===== src/rtl/core/pdbt_pkg.sv =====
// shared types, constants and helpers for the pulse-distance byte transmitter
`default_nettype none

package pdbt_pkg;

    localparam int PDBT_DATA_BITS = 8;
    localparam int CFG_W          = 10;
    localparam int TICK_W         = 11;
    localparam int CFG_ADDR_W     = 3;
    localparam int BYTE_W         = 8;

    localparam logic [CFG_W-1:0] GAP_LOW_RST    = CFG_W'(100);
    localparam logic [CFG_W-1:0] START_HIGH_RST = CFG_W'(250);
    localparam logic [CFG_W-1:0] ZERO_LOW_RST   = CFG_W'(19);
    localparam logic [CFG_W-1:0] ONE_EXTRA_RST  = CFG_W'(50);
    localparam logic [CFG_W-1:0] MARK_HIGH_RST  = CFG_W'(79);

    typedef enum logic [CFG_ADDR_W-1:0] {
        REG_GAP_LOW    = 3'd0,
        REG_START_HIGH = 3'd1,
        REG_ZERO_LOW   = 3'd2,
        REG_ONE_EXTRA  = 3'd3,
        REG_MARK_HIGH  = 3'd4
    } cfg_addr_t;

    typedef enum logic [2:0] {
        PH_IDLE  = 3'd0,
        PH_GAP   = 3'd1,
        PH_START = 3'd2,
        PH_LOW   = 3'd3,
        PH_MARK  = 3'd4
    } phase_t;

    typedef struct packed {
        logic [CFG_W-1:0] gap_low_ticks;
        logic [CFG_W-1:0] start_high_ticks;
        logic [CFG_W-1:0] zero_low_ticks;
        logic [CFG_W-1:0] one_extra_ticks;
        logic [CFG_W-1:0] mark_high_ticks;
    } timing_cfg_t;

    typedef struct packed {
        logic line_level;
        logic busy_res;
        logic accepted;
        logic frame_done;
    } result_t;

    // a phase of zero length still lasts one tick
    function automatic logic [TICK_W-1:0] phase_len(input logic [TICK_W-1:0] n);
        phase_len = (n == '0) ? TICK_W'(1) : n;
    endfunction

endpackage

`default_nettype wire


===== src/rtl/core/pulse_distance_byte_transmitter_top.sv =====
// top level of the pulse-distance byte transmitter
//
//  channel  direction  handshake          payload
//  s_       in         s_valid / s_ready  s_action, s_data_byte
//  m_       out        m_valid / m_ready  m_line_level, m_busy_res, m_accepted, m_frame_done
//  cfg_     in         cfg_wr_en          cfg_addr, cfg_wdata
//
// one item per cycle while s_ready is high; each item updates the frame state in the cycle it is taken
// and its result appears in the output register on the next cycle
// s_ready stays high while the output register is empty or being drained
// synchronous active-low reset restores the default timings and the idle phase
`default_nettype none

module pulse_distance_byte_transmitter_top
    import pdbt_pkg::*;
#(
    parameter int DATA_BITS = PDBT_DATA_BITS
) (
    input  wire logic                  aclk,
    input  wire logic                  aresetn,
    input  wire logic                  s_valid,
    output logic                       s_ready,
    input  wire logic                  s_action,
    input  wire logic [BYTE_W-1:0]     s_data_byte,
    output logic                       m_valid,
    input  wire logic                  m_ready,
    output logic                       m_line_level,
    output logic                       m_busy_res,
    output logic                       m_accepted,
    output logic                       m_frame_done,
    input  wire logic                  cfg_wr_en,
    input  wire logic [CFG_ADDR_W-1:0] cfg_addr,
    input  wire logic [CFG_W-1:0]      cfg_wdata
);

    timing_cfg_t cfg;
    result_t     res_new;
    result_t     res_out;
    logic        step;

    assign step = s_valid && s_ready;

    pdbt_cfg_regs u_cfg (
        .aclk      (aclk),
        .aresetn   (aresetn),
        .cfg_wr_en (cfg_wr_en),
        .cfg_addr  (cfg_addr),
        .cfg_wdata (cfg_wdata),
        .cfg       (cfg)
    );

    pdbt_frame_engine #(
        .DATA_BITS (DATA_BITS)
    ) u_engine (
        .aclk      (aclk),
        .aresetn   (aresetn),
        .step      (step),
        .action    (s_action),
        .data_byte (s_data_byte),
        .cfg       (cfg),
        .res       (res_new)
    );

    pdbt_out_stage u_out (
        .aclk     (aclk),
        .aresetn  (aresetn),
        .load     (step),
        .res_in   (res_new),
        .m_ready  (m_ready),
        .m_valid  (m_valid),
        .res_out  (res_out),
        .can_load (s_ready)
    );

    assign m_line_level = res_out.line_level;
    assign m_busy_res   = res_out.busy_res;
    assign m_accepted   = res_out.accepted;
    assign m_frame_done = res_out.frame_done;

    a_accept_busy: assert property (@(posedge aclk) disable iff (!aresetn)
        (m_valid && m_accepted) |-> m_busy_res)
        else $error("accepted load without busy");

    a_done_ends: assert property (@(posedge aclk) disable iff (!aresetn)
        (m_valid && m_frame_done) |-> (!m_busy_res && m_line_level && !m_accepted))
        else $error("frame end result inconsistent");

    a_stall_only_full: assert property (@(posedge aclk) disable iff (!aresetn)
        !s_ready |-> (m_valid && !m_ready))
        else $error("input stalled while output free");

    a_item_lands: assert property (@(posedge aclk) disable iff (!aresetn)
        (s_valid && s_ready) |=> m_valid)
        else $error("taken item left no result");

endmodule

`default_nettype wire


===== src/rtl/core/pdbt_cfg_regs.sv =====
// timing configuration registers
`default_nettype none

module pdbt_cfg_regs
    import pdbt_pkg::*;
(
    input  wire logic                  aclk,
    input  wire logic                  aresetn,
    input  wire logic                  cfg_wr_en,
    input  wire logic [CFG_ADDR_W-1:0] cfg_addr,
    input  wire logic [CFG_W-1:0]      cfg_wdata,
    output timing_cfg_t                cfg
);

    timing_cfg_t cfg_reg;
    timing_cfg_t cfg_next;

    always_comb begin
        cfg_next = cfg_reg;
        if (cfg_wr_en) begin
            case (cfg_addr_t'(cfg_addr))
                REG_GAP_LOW:    cfg_next.gap_low_ticks    = cfg_wdata;
                REG_START_HIGH: cfg_next.start_high_ticks = cfg_wdata;
                REG_ZERO_LOW:   cfg_next.zero_low_ticks   = cfg_wdata;
                REG_ONE_EXTRA:  cfg_next.one_extra_ticks  = cfg_wdata;
                REG_MARK_HIGH:  cfg_next.mark_high_ticks  = cfg_wdata;
                default:        cfg_next = cfg_reg;
            endcase
        end
    end

    always_ff @(posedge aclk) begin
        if (!aresetn) begin
            cfg_reg.gap_low_ticks    <= GAP_LOW_RST;
            cfg_reg.start_high_ticks <= START_HIGH_RST;
            cfg_reg.zero_low_ticks   <= ZERO_LOW_RST;
            cfg_reg.one_extra_ticks  <= ONE_EXTRA_RST;
            cfg_reg.mark_high_ticks  <= MARK_HIGH_RST;
        end else begin
            cfg_reg <= cfg_next;
        end
    end

    assign cfg = cfg_reg;

endmodule

`default_nettype wire


===== src/rtl/core/pdbt_frame_engine.sv =====
// frame sequencer: phase, tick counter, bit shifter and per-item result
`default_nettype none

module pdbt_frame_engine
    import pdbt_pkg::*;
#(
    parameter int DATA_BITS = PDBT_DATA_BITS
) (
    input  wire logic              aclk,
    input  wire logic              aresetn,
    input  wire logic              step,
    input  wire logic              action,
    input  wire logic [BYTE_W-1:0] data_byte,
    input  wire timing_cfg_t       cfg,
    output result_t                res
);

    localparam int BITS_W = $clog2(DATA_BITS + 1);
    localparam int LOAD_W = (DATA_BITS < BYTE_W) ? DATA_BITS : BYTE_W;

    phase_t                phase_reg, phase_next;
    logic [TICK_W-1:0]     ticks_reg, ticks_next;
    logic [DATA_BITS-1:0]  shift_reg, shift_next;
    logic [BITS_W-1:0]     bits_reg, bits_next;
    logic                  done;

    logic [DATA_BITS-1:0]  load_val;
    logic [DATA_BITS-1:0]  shift_shl;
    logic [TICK_W-1:0]     low_len_cur;
    logic [TICK_W-1:0]     low_len_shl;

    assign load_val  = DATA_BITS'(data_byte[LOAD_W-1:0]);
    assign shift_shl = shift_reg << 1;

    assign low_len_cur = phase_len(TICK_W'(cfg.zero_low_ticks)
        + (shift_reg[DATA_BITS-1] ? TICK_W'(cfg.one_extra_ticks) : TICK_W'(0)));
    assign low_len_shl = phase_len(TICK_W'(cfg.zero_low_ticks)
        + (shift_shl[DATA_BITS-1] ? TICK_W'(cfg.one_extra_ticks) : TICK_W'(0)));

    // next state
    always_comb begin
        phase_next = phase_reg;
        ticks_next = ticks_reg;
        shift_next = shift_reg;
        bits_next  = bits_reg;
        done       = 1'b0;
        if (step) begin
            if (action) begin
                if (phase_reg == PH_IDLE) begin
                    shift_next = load_val;
                    bits_next  = BITS_W'(DATA_BITS);
                    phase_next = PH_GAP;
                    ticks_next = phase_len(TICK_W'(cfg.gap_low_ticks));
                end
            end else if (phase_reg != PH_IDLE) begin
                if (ticks_reg > TICK_W'(1)) begin
                    ticks_next = ticks_reg - TICK_W'(1);
                end else begin
                    case (phase_reg)
                        PH_GAP: begin
                            phase_next = PH_START;
                            ticks_next = phase_len(TICK_W'(cfg.start_high_ticks));
                        end
                        PH_START: begin
                            phase_next = PH_LOW;
                            ticks_next = low_len_cur;
                        end
                        PH_LOW: begin
                            phase_next = PH_MARK;
                            ticks_next = phase_len(TICK_W'(cfg.mark_high_ticks));
                        end
                        PH_MARK: begin
                            if (bits_reg <= BITS_W'(1)) begin
                                bits_next  = '0;
                                ticks_next = '0;
                                phase_next = PH_IDLE;
                                done       = 1'b1;
                            end else begin
                                bits_next  = bits_reg - BITS_W'(1);
                                shift_next = shift_shl;
                                phase_next = PH_LOW;
                                ticks_next = low_len_shl;
                            end
                        end
                        default: begin
                            phase_next = PH_IDLE;
                        end
                    endcase
                end
            end
        end
    end

    // item result
    always_comb begin
        res.line_level = (phase_next == PH_START || phase_next == PH_MARK);
        if (!action) begin
            res.line_level = (phase_reg == PH_START || phase_reg == PH_MARK);
        end
        res.busy_res   = (phase_next != PH_IDLE);
        res.accepted   = action && (phase_reg == PH_IDLE);
        res.frame_done = done;
    end

    always_ff @(posedge aclk) begin
        if (!aresetn) begin
            phase_reg <= PH_IDLE;
            ticks_reg <= '0;
            shift_reg <= '0;
            bits_reg  <= '0;
        end else begin
            phase_reg <= phase_next;
            ticks_reg <= ticks_next;
            shift_reg <= shift_next;
            bits_reg  <= bits_next;
        end
    end

endmodule

`default_nettype wire


===== src/rtl/core/pdbt_out_stage.sv =====
// result register with valid/ready handshake
`default_nettype none

module pdbt_out_stage
    import pdbt_pkg::*;
(
    input  wire logic    aclk,
    input  wire logic    aresetn,
    input  wire logic    load,
    input  wire result_t res_in,
    input  wire logic    m_ready,
    output logic         m_valid,
    output result_t      res_out,
    output logic         can_load
);

    logic    valid_reg, valid_next;
    result_t res_reg, res_next;

    assign can_load = !valid_reg || m_ready;

    always_comb begin
        valid_next = valid_reg;
        res_next   = res_reg;
        if (load) begin
            valid_next = 1'b1;
            res_next   = res_in;
        end else if (m_ready) begin
            valid_next = 1'b0;
        end
    end

    always_ff @(posedge aclk) begin
        if (!aresetn) begin
            valid_reg <= 1'b0;
        end else begin
            valid_reg <= valid_next;
        end
    end

    always_ff @(posedge aclk) begin
        res_reg <= res_next;
    end

    assign m_valid = valid_reg;
    assign res_out = res_reg;

endmodule

`default_nettype wire

===== config.mk =====
export PLATFORM = sky130hd
export DESIGN_NAME = pulse_distance_byte_transmitter_top
export DESIGN_NICKNAME = d
export VERILOG_FILES = /design/src/rtl/core/pdbt_pkg.sv /design/src/rtl/core/pulse_distance_byte_transmitter_top.sv /design/src/rtl/core/pdbt_cfg_regs.sv /design/src/rtl/core/pdbt_frame_engine.sv /design/src/rtl/core/pdbt_out_stage.sv
export SDC_FILE = /design/constraint.sdc
export NUM_CORES = 1
export LEC_CHECK = 0
export ABC_AREA = 1
export BUFFER_PORTS_ARGS = -buffer_cell sky130_fd_sc_hd__buf_2
export CORE_AREA = 8 8 142 144
export CTS_BUF_LIST = sky130_fd_sc_hd__clkbuf_8
export DETAILED_ROUTE_END_ITERATION = 7
export DIE_AREA = 0 0 150 152
export GPL_TIMING_DRIVEN = 1
export SYNTH_ARGS = -nofsm -noshare
export SYNTH_HDL_FRONTEND = slang
export SYNTH_SLANG_ARGS = --single-unit

===== constraint.sdc =====
create_clock -name aclk -period 3.45 [get_ports aclk]
set_input_delay 0 -clock aclk [delete_from_list [all_inputs] [get_ports aclk]]
set_output_delay 0 -clock aclk [all_outputs]
set_load 0.02 [all_outputs]

==> results of run 1 <==
## per-layer routing
layer	vias up	global-route usage (%)	part of all wire (%)
met5	-	0	0
met4	0	4.48	1.6
met3	19	2.23	4.7
met2	125	19.6	43
met1	2415	19.6	51
li1	2748	-	-
## worst max-delay path by stage
stage / from / end / slack [ns]
2_1_floorplan: u_engine.shift_reg[6]$_SDFFE_PN0P_ / u_engine.ticks_reg[0]$_SDFFE_PN0P_ / 1.03
3_3_place_gp: u_engine.shift_reg[6]$_SDFFE_PN0P_ / u_engine.ticks_reg[0]$_SDFFE_PN0P_ / 0.92
3_5_place_dp: u_engine.shift_reg[6]$_SDFFE_PN0P_ / u_engine.ticks_reg[0]$_SDFFE_PN0P_ / 0.89
4_1_cts: u_engine.shift_reg[6]$_SDFFE_PN0P_ / u_engine.ticks_reg[0]$_SDFFE_PN0P_ / 0.88
5_1_grt: u_engine.shift_reg[6]$_SDFFE_PN0P_ / u_engine.ticks_reg[0]$_SDFFE_PN0P_ / 0.62
6_report: u_engine.shift_reg[6]$_SDFFE_PN0P_ / u_engine.ticks_reg[0]$_SDFFE_PN0P_ / 0.88
## per-stage QoR
| stage | power [W] | util, % | hold WS [ns] | std cells |
|---|---|---|---|---|
| after floorplan | 0.00171 | - | 0.126 | 811 |
| after CTS | 0.00274 | 34.1 | 0.0654 | 1091 |
| final | 0.00272 | 34.1 | 0.0805 | 1091 |
| after detailed placement | 0.00191 | 31.6 | 0.281 | 1053 |
| after global placement | 0.00191 | 31.6 | 0.278 | 1053 |
| after global routing | 0.00289 | 34.1 | 0.101 | 1091 |
## worst reg2reg max path, cell delays in order, from the launching register on
cell and delay, ns:
dfxtp_1 0.55, nand2_1 0.10, inv_1 0.08, ha_1 0.22, fa_1 0.44, or2_2 0.30, nor2_1 0.10, nand3_1 0.08
nor2_1 0.09, nand3_1 0.07, nor2_1 0.09, nand2_1 0.06, nand2_1 0.05, nand2_1 0.05, nand3_1 0.08, nand2_1 0.05
a21oi_1 0.10
## report_power, final
| part | total, W | switching [W] | internal (W) |
|---|---|---|---|
| Sequential | 0.00108 | 0.0000641 | 0.00102 |
| Clock | 0.000811 | 0.000395 | 0.000417 |
| Combinational | 0.000833 | 0.000541 | 0.000293 |
| Total | 0.00272 | 0.000999 | 0.00173 |
## Yosys cell counts (11+ instances only)
cell type  number
nand4_1        15
clkbuf_1       18
ha_1           27
a31oi_1        11
nand3_1        61
nand2_1       209
inv_1          96
nor2_1        100
dfxtp_1        77
a21oi_1        39
o21ai_0        54
## timing repair
action / in CTS / in global routing
resized for setup: 0 / 0
hold buffers: 22 / 0
hold endpoints to repair: 56 / 0
## area by class of cell
| class | instances | area [µm²] |
|---|---|---|
| Inverter | 113 | 430 |
| Fill cell | 1986 | 11700 |
| Clock buffer | 9 | 124 |
| Clock inverter | 7 | 101 |
| Tap cell | 229 | 287 |
| Sequential cell | 81 | 1660 |
| Multi-Input combinational cell | 594 | 3050 |
| Timing Repair Buffer | 58 | 410 |
## kinds of logic (layout without fill, tap and decap cells)
kind of cell | count (synthesis) | in the layout | synth area share [%]
AOI/OAI and AO/OA | 136 | 136 | 14.9
xor gates and xnor gates | 9 | 9 | 1.50
adders and majority gates | 29 | 29 | 7.21
buffers and inverters | 136 | 187 | 10.2
DFF | 81 | 81 | 31.7
and+or+nand+nor | 420 | 420 | 34.6
==> impl_metrics.toml, run 1 <==
[outcome]
outcome = "finished, final reports clean"

[synthesis]
ys_seq_area_share_pct = 31.7
yosys_warnings = 0
synth_cells = 811
avgSynthCellArea_um2 = 6.46
syn_nets = 867
ys_seq_elements = 81
synth_ff_type = "dfxtp_1"
synth_edf_count = 4
synth.area.top_cells = "dfxtp_1 (29%), nand2_1 (15%), nor2_1 (7.2%)"
synth_area_um2 = 5240
ys_async_sr_fraction_pct = 0
netlist.area_leader.share_pct = 29.4
synth.distinct_cells = 42
synth_area_leader_cell = "dfxtp_1"

[timing]
setup_ws_ns = 0.877
min_period_ns = 2.57
worst_pin_slew_ns = 0.686
rsz0062_at_grt = "no"
clock-skew-final_ns = 0.0121
slew_headroom_pct = 54.1
fin_crit_sh_pct = 74.6
fin_tns_setup_ns = 0
fmax_mhz = 389
slew_viol_final = 0
setup_violations = 0
hold_viol_final = 0

[worst_setup_path]
critical_path_required_ns = 3.76
r2r-end = "u_engine.ticks_reg[0]$_SDFFE_PN0P_"
path_delay_family = "simple AND/OR/NAND/NOR gates"
start_kind = "flip-flop"
path_class = "reg2reg"
crit_chain = "nand2_1, inv_1, ha_1, fa_1, or2_2, nor2_1, nand3_1, nor2_1, nand3_1, nor2_1, nand2_1, nand2_1, nand2_1, nand3_1, nand2_1, a21oi_1"
slowest_delay_ns = 0.55
path_max_fanout = 12
cp_common_cell = "nand2_1"
ff2ff_setup_slack_ns = 0.88
cp.arrival_ns = 2.89
end_kind = "flip-flop"
path_buf_inv = 1
rr_worst_depth = 16
cp_slowest_cell = "dfxtp_1"
regToRegStartpoint = "u_engine.shift_reg[6]$_SDFFE_PN0P_"
cp_num_cells = 16

[die]
die_area_um2 = 22800
core_area_um2 = 17800
row_count = 49
die_h_um = 152
start_util_pct = 29.5
die_w_um = 150
ios = 33

[run]
maxCapViolations = 0

[cts]
postCtsSetupBuffers = 0
cts_root_buf = "clkbuf_8"
cts_buffers = 9
cts_tree = "done"
clock_path_buffers = 2
path_clk_slew_ns = 0.09
clkLatencyLatePin_ns = 0.37
cts_sinks = 81
htree_levels = 3

[drt]
vias_per_cell = 4.86
drt_iter0_markers = 470
ant_nets = 0
routed_wl_um = 15400
vias = 5307
wire_per_inst_um = 14.1
drc = 0
firstDrtPassIters = 5

[hold_path]
worstHoldEndpoint = "u_cfg.cfg[21]$_SDFFE_PN1P_"
worstHoldStart = "cfg_addr[0]"
hold_depth = 4
hold_class = "in2reg"

[global_routing]
grt_use_total_pct = 13.5
antenna_found_initial = 0
gr-total-overflow = 0
grt_pass1_wl_um = 24800
grt_max_degree = 37
grt_pass1_vias = 4745

[placement]
post-place-ws_ns = 0.891
dpl-instance-area_um2 = 5610
hpwl_um = 11700
finalWeightedCongestion = 0.930
port_buffers = 32

[power]
ir_worst_vdd_mv = 0.285
power_leakage_nw = 2.93
power_density_nw_per_um2 = 450

[cells_and_area]
largest_reg_flops = 50
area_delta_synth_final_pct = 15.7
fin_area_um2 = 6060
layout_commonest_cell = "nand2_1"
n_antenna_cell = 0
drive_gt1_share_pct = 9.63
nets = 913
layout_common_cells = "nand2_1 (209), nor2_1 (100), inv_1 (97)"
No activity file was read; power rests on OpenSTA's default activity.
==> inputs of run 2 (changes only) <==
==> constraint.sdc (replaced) <==
create_clock -name aclk -period 2.4 [get_ports aclk]
set_input_delay 0 -clock aclk [delete_from_list [all_inputs] [get_ports aclk]]
set_output_delay 0 -clock aclk [all_outputs]
set_load 0.02 [all_outputs]
==> impl_metrics.toml, run 2 (synthesis results as in run 1) <==
[outcome]
outcome = "finished, final reports clean"

[worst_setup_path]
path_class = "reg2reg"
path_max_fanout = 5
crit_start = "u_engine.shift_reg[6]$_SDFFE_PN0P_"
path_delay_family = "simple AND/OR/NAND/NOR gates"
cp.arrival_ns = 2.57
path_buf_inv = 1
end_kind = "flip-flop"
crit_chain = "nand2_1, inv_2, ha_4, fa_2, or2_2, nor2_1, nand3_1, nor2_1, nand3_1, nor2_1, nand2_1, nand2_1, nand2_1, nand3_1, nand2_1, a21oi_1"
cp_slowest_cell = "fa_2"
cp_common_cell = "nand2_1"
critical_path_required_ns = 2.72
regToRegStartpoint = "u_engine.shift_reg[6]$_SDFFE_PN0P_"
slowest_delay_ns = 0.44
start_kind = "flip-flop"

[power]
power_leakage_nw = 2.97
ir_worst_vdd_mv = 0.426
power_density_nw_per_um2 = 618

[hold_path]
worstHoldStart = "s_action"
hold_class = "in2reg"

[timing]
slew_headroom_pct = 63.3
fin_tns_setup_ns = 0
worst_pin_slew_ns = 0.547
clock-skew-final_ns = 0.0123
hold_viol_final = 0
slew_viol_final = 0
setup_violations = 0
min_period_ns = 2.25
fmax_mhz = 444
timing.hold.ws_ns = 0.0399
fin_crit_sh_pct = 93.8

[die]
row_count = 49
ios = 33
die_h_um = 152
die_w_um = 150
die_area_um2 = 22800
start_util_pct = 29.5
core_area_um2 = 17800

[drt]
ant_nets = 0
drt_iter0_markers = 389
dr.max_layer_used = "met4"
drt-met1-wl_um = 7640
met3_length_um = 625
vias = 5294
vias_per_cell = 4.80
drc = 0
firstDrtPassIters = 5
routed_wl_um = 15300
wire_per_inst_um = 13.9
route.met2.wl_um = 6640

[placement]
hpwl_um = 11700
port_buffers = 32
dpl-instance-area_um2 = 5700
finalWeightedCongestion = 0.885

[cts]
path_clk_slew_ns = 0.09
clock_path_buffers = 2
cts_buffers = 9
htree_levels = 3
cts_tree = "done"
cts_root_buf = "clkbuf_8"
clkLatencyLatePin_ns = 0.38
cts_sinks = 81

[cells_and_area]
fin_area_um2 = 6190
regArea_um2 = 1670
area_delta_synth_final_pct = 18.2
nets = 924
fill_cells = 1955
layout_commonest_cell = "nand2_1"
drive_gt1_share_pct = 12.7
fin_util_pct = 34.8
largest_reg_flops = 50
n_antenna_cell = 0
layout_common_cells = "nand2_1 (209), nor2_1 (99), inv_1 (97)"
multi_input_area_um2 = 3120

[global_routing]
grt_pass1_wl_um = 24700
gr-total-overflow = 0
grt_use_total_pct = 13.5
grt_pass1_vias = 4920
antenna_found_initial = 0
grt_max_degree = 60

[run]
maxCapViolations = 0
==> run 2: cell types whose count changed in the layout (fill, tap and decap cells not counted), moves of 2 or more <==
cell,previous run,this run
buf_4,4,16
a21oi_1,39,37
ha_4,0,4
dfxtp_1,77,73
ha_1,27,21
fa_1,2,0
ha_2,0,2
fa_2,0,2
dfxtp_2,0,3
a21oi_2,0,2
==> run 2: worst paths after layout <==
| kind | end | slack [ns] | cells after the start |
|---|---|---|---|
| worst max-delay path | u_engine.ticks_reg[0]$_SDFFE_PN0P_ | 0.15 | 16 |
| worst min-delay path | u_engine.shift_reg[3]$_SDFFE_PN0P_ | 0.04 | 3 |
| worst max register to register | u_engine.ticks_reg[0]$_SDFFE_PN0P_ | 0.15 | 16 |
| worst min register to register | u_engine.shift_reg[0]$_SDFFE_PN0P_ | 0.48 | 2 |
==> run 2: report_power, final <==
group	internal [W]	switching (W)	total, W
sequential	0.00146	0.0000932	0.00156
clock	0.000482	0.000550	0.00103
combinational	0.000447	0.000791	0.00124
total	0.00239	0.00143	0.00382
==> run 2: final cells by class <==
class / count / area share, %
clock buffer: 9 / 2.00
tap: 229 / 4.63
multi-input combinational: 594 / 50.4
clock inverter: 7 / 1.11
inverter: 113 / 6.95
timing repair buffer: 69 / 7.92
sequential: 81 / 27.0
==> run 2: what timing repair did <==
item | in CTS | in global routing
setup endpoints to repair | 0 | 5
hold endpoints to repair | 61 | 0
gates resized for setup | 0 | 21
hold buffers | 21 | 0
setup buffers | 0 | 1
==> run 2: worst min-delay path: stages <==
cell     delay [ns]
buf_2          0.21
nand2_1        0.09
a31oi_1        0.07
==> run 2: per-stage QoR <==
step / instances / total power, W / setup slack [ns]
global route: 1102 / 0.00407 / -0.00951
global placement: 1064 / 0.00277 / 0.0842
floorplan: 811 / 0.00245 / 0.0840
finish: 1102 / 0.00382 / 0.149
CTS: 1101 / 0.00383 / 0.0334
detailed placement: 1064 / 0.00277 / 0.0483
==> run 2: per-layer routing <==
| layer | vias up | track usage [%] |
|---|---|---|
| met5 | - | 0 |
| met4 | 0 | 4.90 |
| met3 | 22 | 2.58 |
| met2 | 104 | 20.7 |
| met1 | 2406 | 18.4 |
| li1 | 2762 | - |
==> inputs of run 3 (changes only) <==
==> constraint.sdc (replaced) <==
create_clock -name aclk -period 2.44 [get_ports aclk]
set_input_delay 0 -clock aclk [delete_from_list [all_inputs] [get_ports aclk]]
set_output_delay 0 -clock aclk [all_outputs]
set_load 0.02 [all_outputs]
==> impl_metrics.toml, run 3 (synthesis results as in run 1) <==
[outcome]
outcome = "finished, final reports clean"

[cells_and_area]
area_delta_synth_final_pct = 18.6
n_antenna_cell = 0
instances_no_fill = 1102
fill_cells = 1970
layout_commonest_cell = "nand2_1"
drive_gt1_share_pct = 13.1
largest_reg_flops = 50
layout_common_cells = "nand2_1 (207), nor2_1 (98), inv_1 (96)"
nets = 924

[power]
finalPower_w = 0.00378
p_switching_w = 0.00140
ir_worst_vdd_mv = 0.434
power_density_nw_per_um2 = 609
seq_power_share_pct = 40.4
clkPwrFrac_pct = 27.2
sw_frac_of_total_pct = 36.9
power_leakage_nw = 2.97
p_int_w = 0.00238
comb_power_share_pct = 32.4

[timing]
rsz0062_at_grt = "yes"
fin_crit_sh_pct = 91.8
worst_pin_slew_ns = 0.622
timing.hold.ws_ns = 0.0647
slew_headroom_pct = 58.3
clock-skew-final_ns = 0.0134
hold_viol_final = 0
setup_violations = 0
fmax_mhz = 446
min_period_ns = 2.24
fin_tns_setup_ns = 0
slew_viol_final = 0

[die]
core_area_um2 = 17800
ios = 33
die_area_um2 = 22800
start_util_pct = 29.5
row_count = 49
die_w_um = 150
die_h_um = 152

[drt]
vias = 5312
wire_per_inst_um = 13.7
ant_nets = 0
routed_wl_um = 15100
drc = 0
vias_per_cell = 4.82
firstDrtPassIters = 5
drt_iter0_markers = 316

[cts]
clkLatencyLatePin_ns = 0.38
cts_tree = "done"
clock_path_buffers = 2
cts_root_buf = "clkbuf_8"
cts_sinks = 81
htree_levels = 3
path_clk_slew_ns = 0.09
cts_buffers = 9

[placement]
place_inst = 1063
port_buffers = 32
hpwl_um = 11600
finalWeightedCongestion = 0.875

[worst_setup_path]
path_buf_inv = 1
critical_path_required_ns = 2.75
end_kind = "flip-flop"
slowest_delay_ns = 0.40
path_delay_family = "simple AND/OR/NAND/NOR gates"
crit_chain = "nand2_1, inv_1, ha_1, fa_2, nand2_1, nand2_1, nand3b_1, nand3b_1, nand2_1, nand2_1, nor3_2, nand2_1, nand2_1, nand2_1, nand3_1, nand2_1, a21oi_1"
cp_common_cell = "nand2_1"
cp.arrival_ns = 2.55
path_class = "reg2reg"
start_kind = "flip-flop"
path_max_fanout = 11
cp_slowest_cell = "dfxtp_4"

[global_routing]
grt_pass1_vias = 5030
grt_use_total_pct = 13.5
grt_pass1_wl_um = 25100
grt_max_degree = 39
gr-total-overflow = 0
antenna_found_initial = 0

[hold_path]
hold_class = "in2reg"

[run]
maxCapViolations = 0
-- run 3: layer usage --
metal	routed length [µm]	GRT usage (%)	share of wire, %
met1	7730	19.1	51
met2	6450	19.9	43
met3	680	2.70	4.5
met4	284	4.48	1.9
met5	0	0	0
-- run 3: worst paths after layout --
| path | endpoint | slack [ns] | cells after the start | startpoint |
|---|---|---|---|---|
| worst min-delay path | u_engine.bits_reg[3]$_SDFFE_PN0P_ | 0.06 | 3 | s_action |
| worst min register to register | u_engine.shift_reg[0]$_SDFFE_PN0P_ | 0.47 | 2 | u_engine.shift_reg[0]$_SDFFE_PN0P_ |
| worst max register to register | u_engine.ticks_reg[0]$_SDFFE_PN0P_ | 0.20 | 17 | u_engine.shift_reg[7]$_SDFFE_PN0P_ |
| worst max-delay path | u_engine.ticks_reg[0]$_SDFFE_PN0P_ | 0.20 | 17 | u_engine.shift_reg[7]$_SDFFE_PN0P_ |
-- run 3: worst reg2reg max path, cell delays in order (launching register included) --
cell	delay, ns
dfxtp_4	0.40
nand2_1	0.07
inv_1	0.04
ha_1	0.20
fa_2	0.39
nand2_1	0.09
nand2_1	0.08
nand3b_1	0.11
nand3b_1	0.08
nand2_1	0.10
nand2_1	0.07
nor3_2	0.11
nand2_1	0.06
nand2_1	0.05
nand2_1	0.05
nand3_1	0.09
nand2_1	0.05
a21oi_1	0.12
-- run 3: power groups by stage --
stage | registers, W | logic (W) | clock network (W)
5_1_grt | 0.00154 | 0.00136 | 0.00112
2_1_floorplan | 0.00154 | 0.000873 | 0
3_3_place_gp | 0.00155 | 0.00117 | 0
4_1_cts | 0.00152 | 0.00120 | 0.00106
6_report | 0.00153 | 0.00123 | 0.00103
3_5_place_dp | 0.00155 | 0.00117 | 0
-- run 3: metrics by stage --
stage / instance area (µm²) / setup WS [ns] / utilization [%]
floorplan: 5240 / 0.0216 / -
global placement: 5690 / 0.130 / 32.0
detailed placement: 5690 / 0.0677 / 32.0
CTS: 6100 / 0.0357 / 34.3
global route: 6210 / -0.0364 / 34.9
finish: 6210 / 0.200 / 34.9
-- run 3: area by class of cell --
class	instances	area (µm²)	area share (%)
multi-input combinational	594	3130	50.4
sequential	81	1670	26.9
timing repair buffer	69	490	7.90
inverter	113	430	6.93
tap	229	287	4.61
clock buffer	10	138	2.22
clock inverter	6	65.1	1.05
-- run 3: timing repair --
action | 4_1_cts | 5_1_grt
endpoints found under the setup margin | 0 | 5
gates resized for setup | 0 | 27
setup buffers | 0 | 2
endpoints found under the hold margin | 58 | 0
hold buffers | 21 | 0
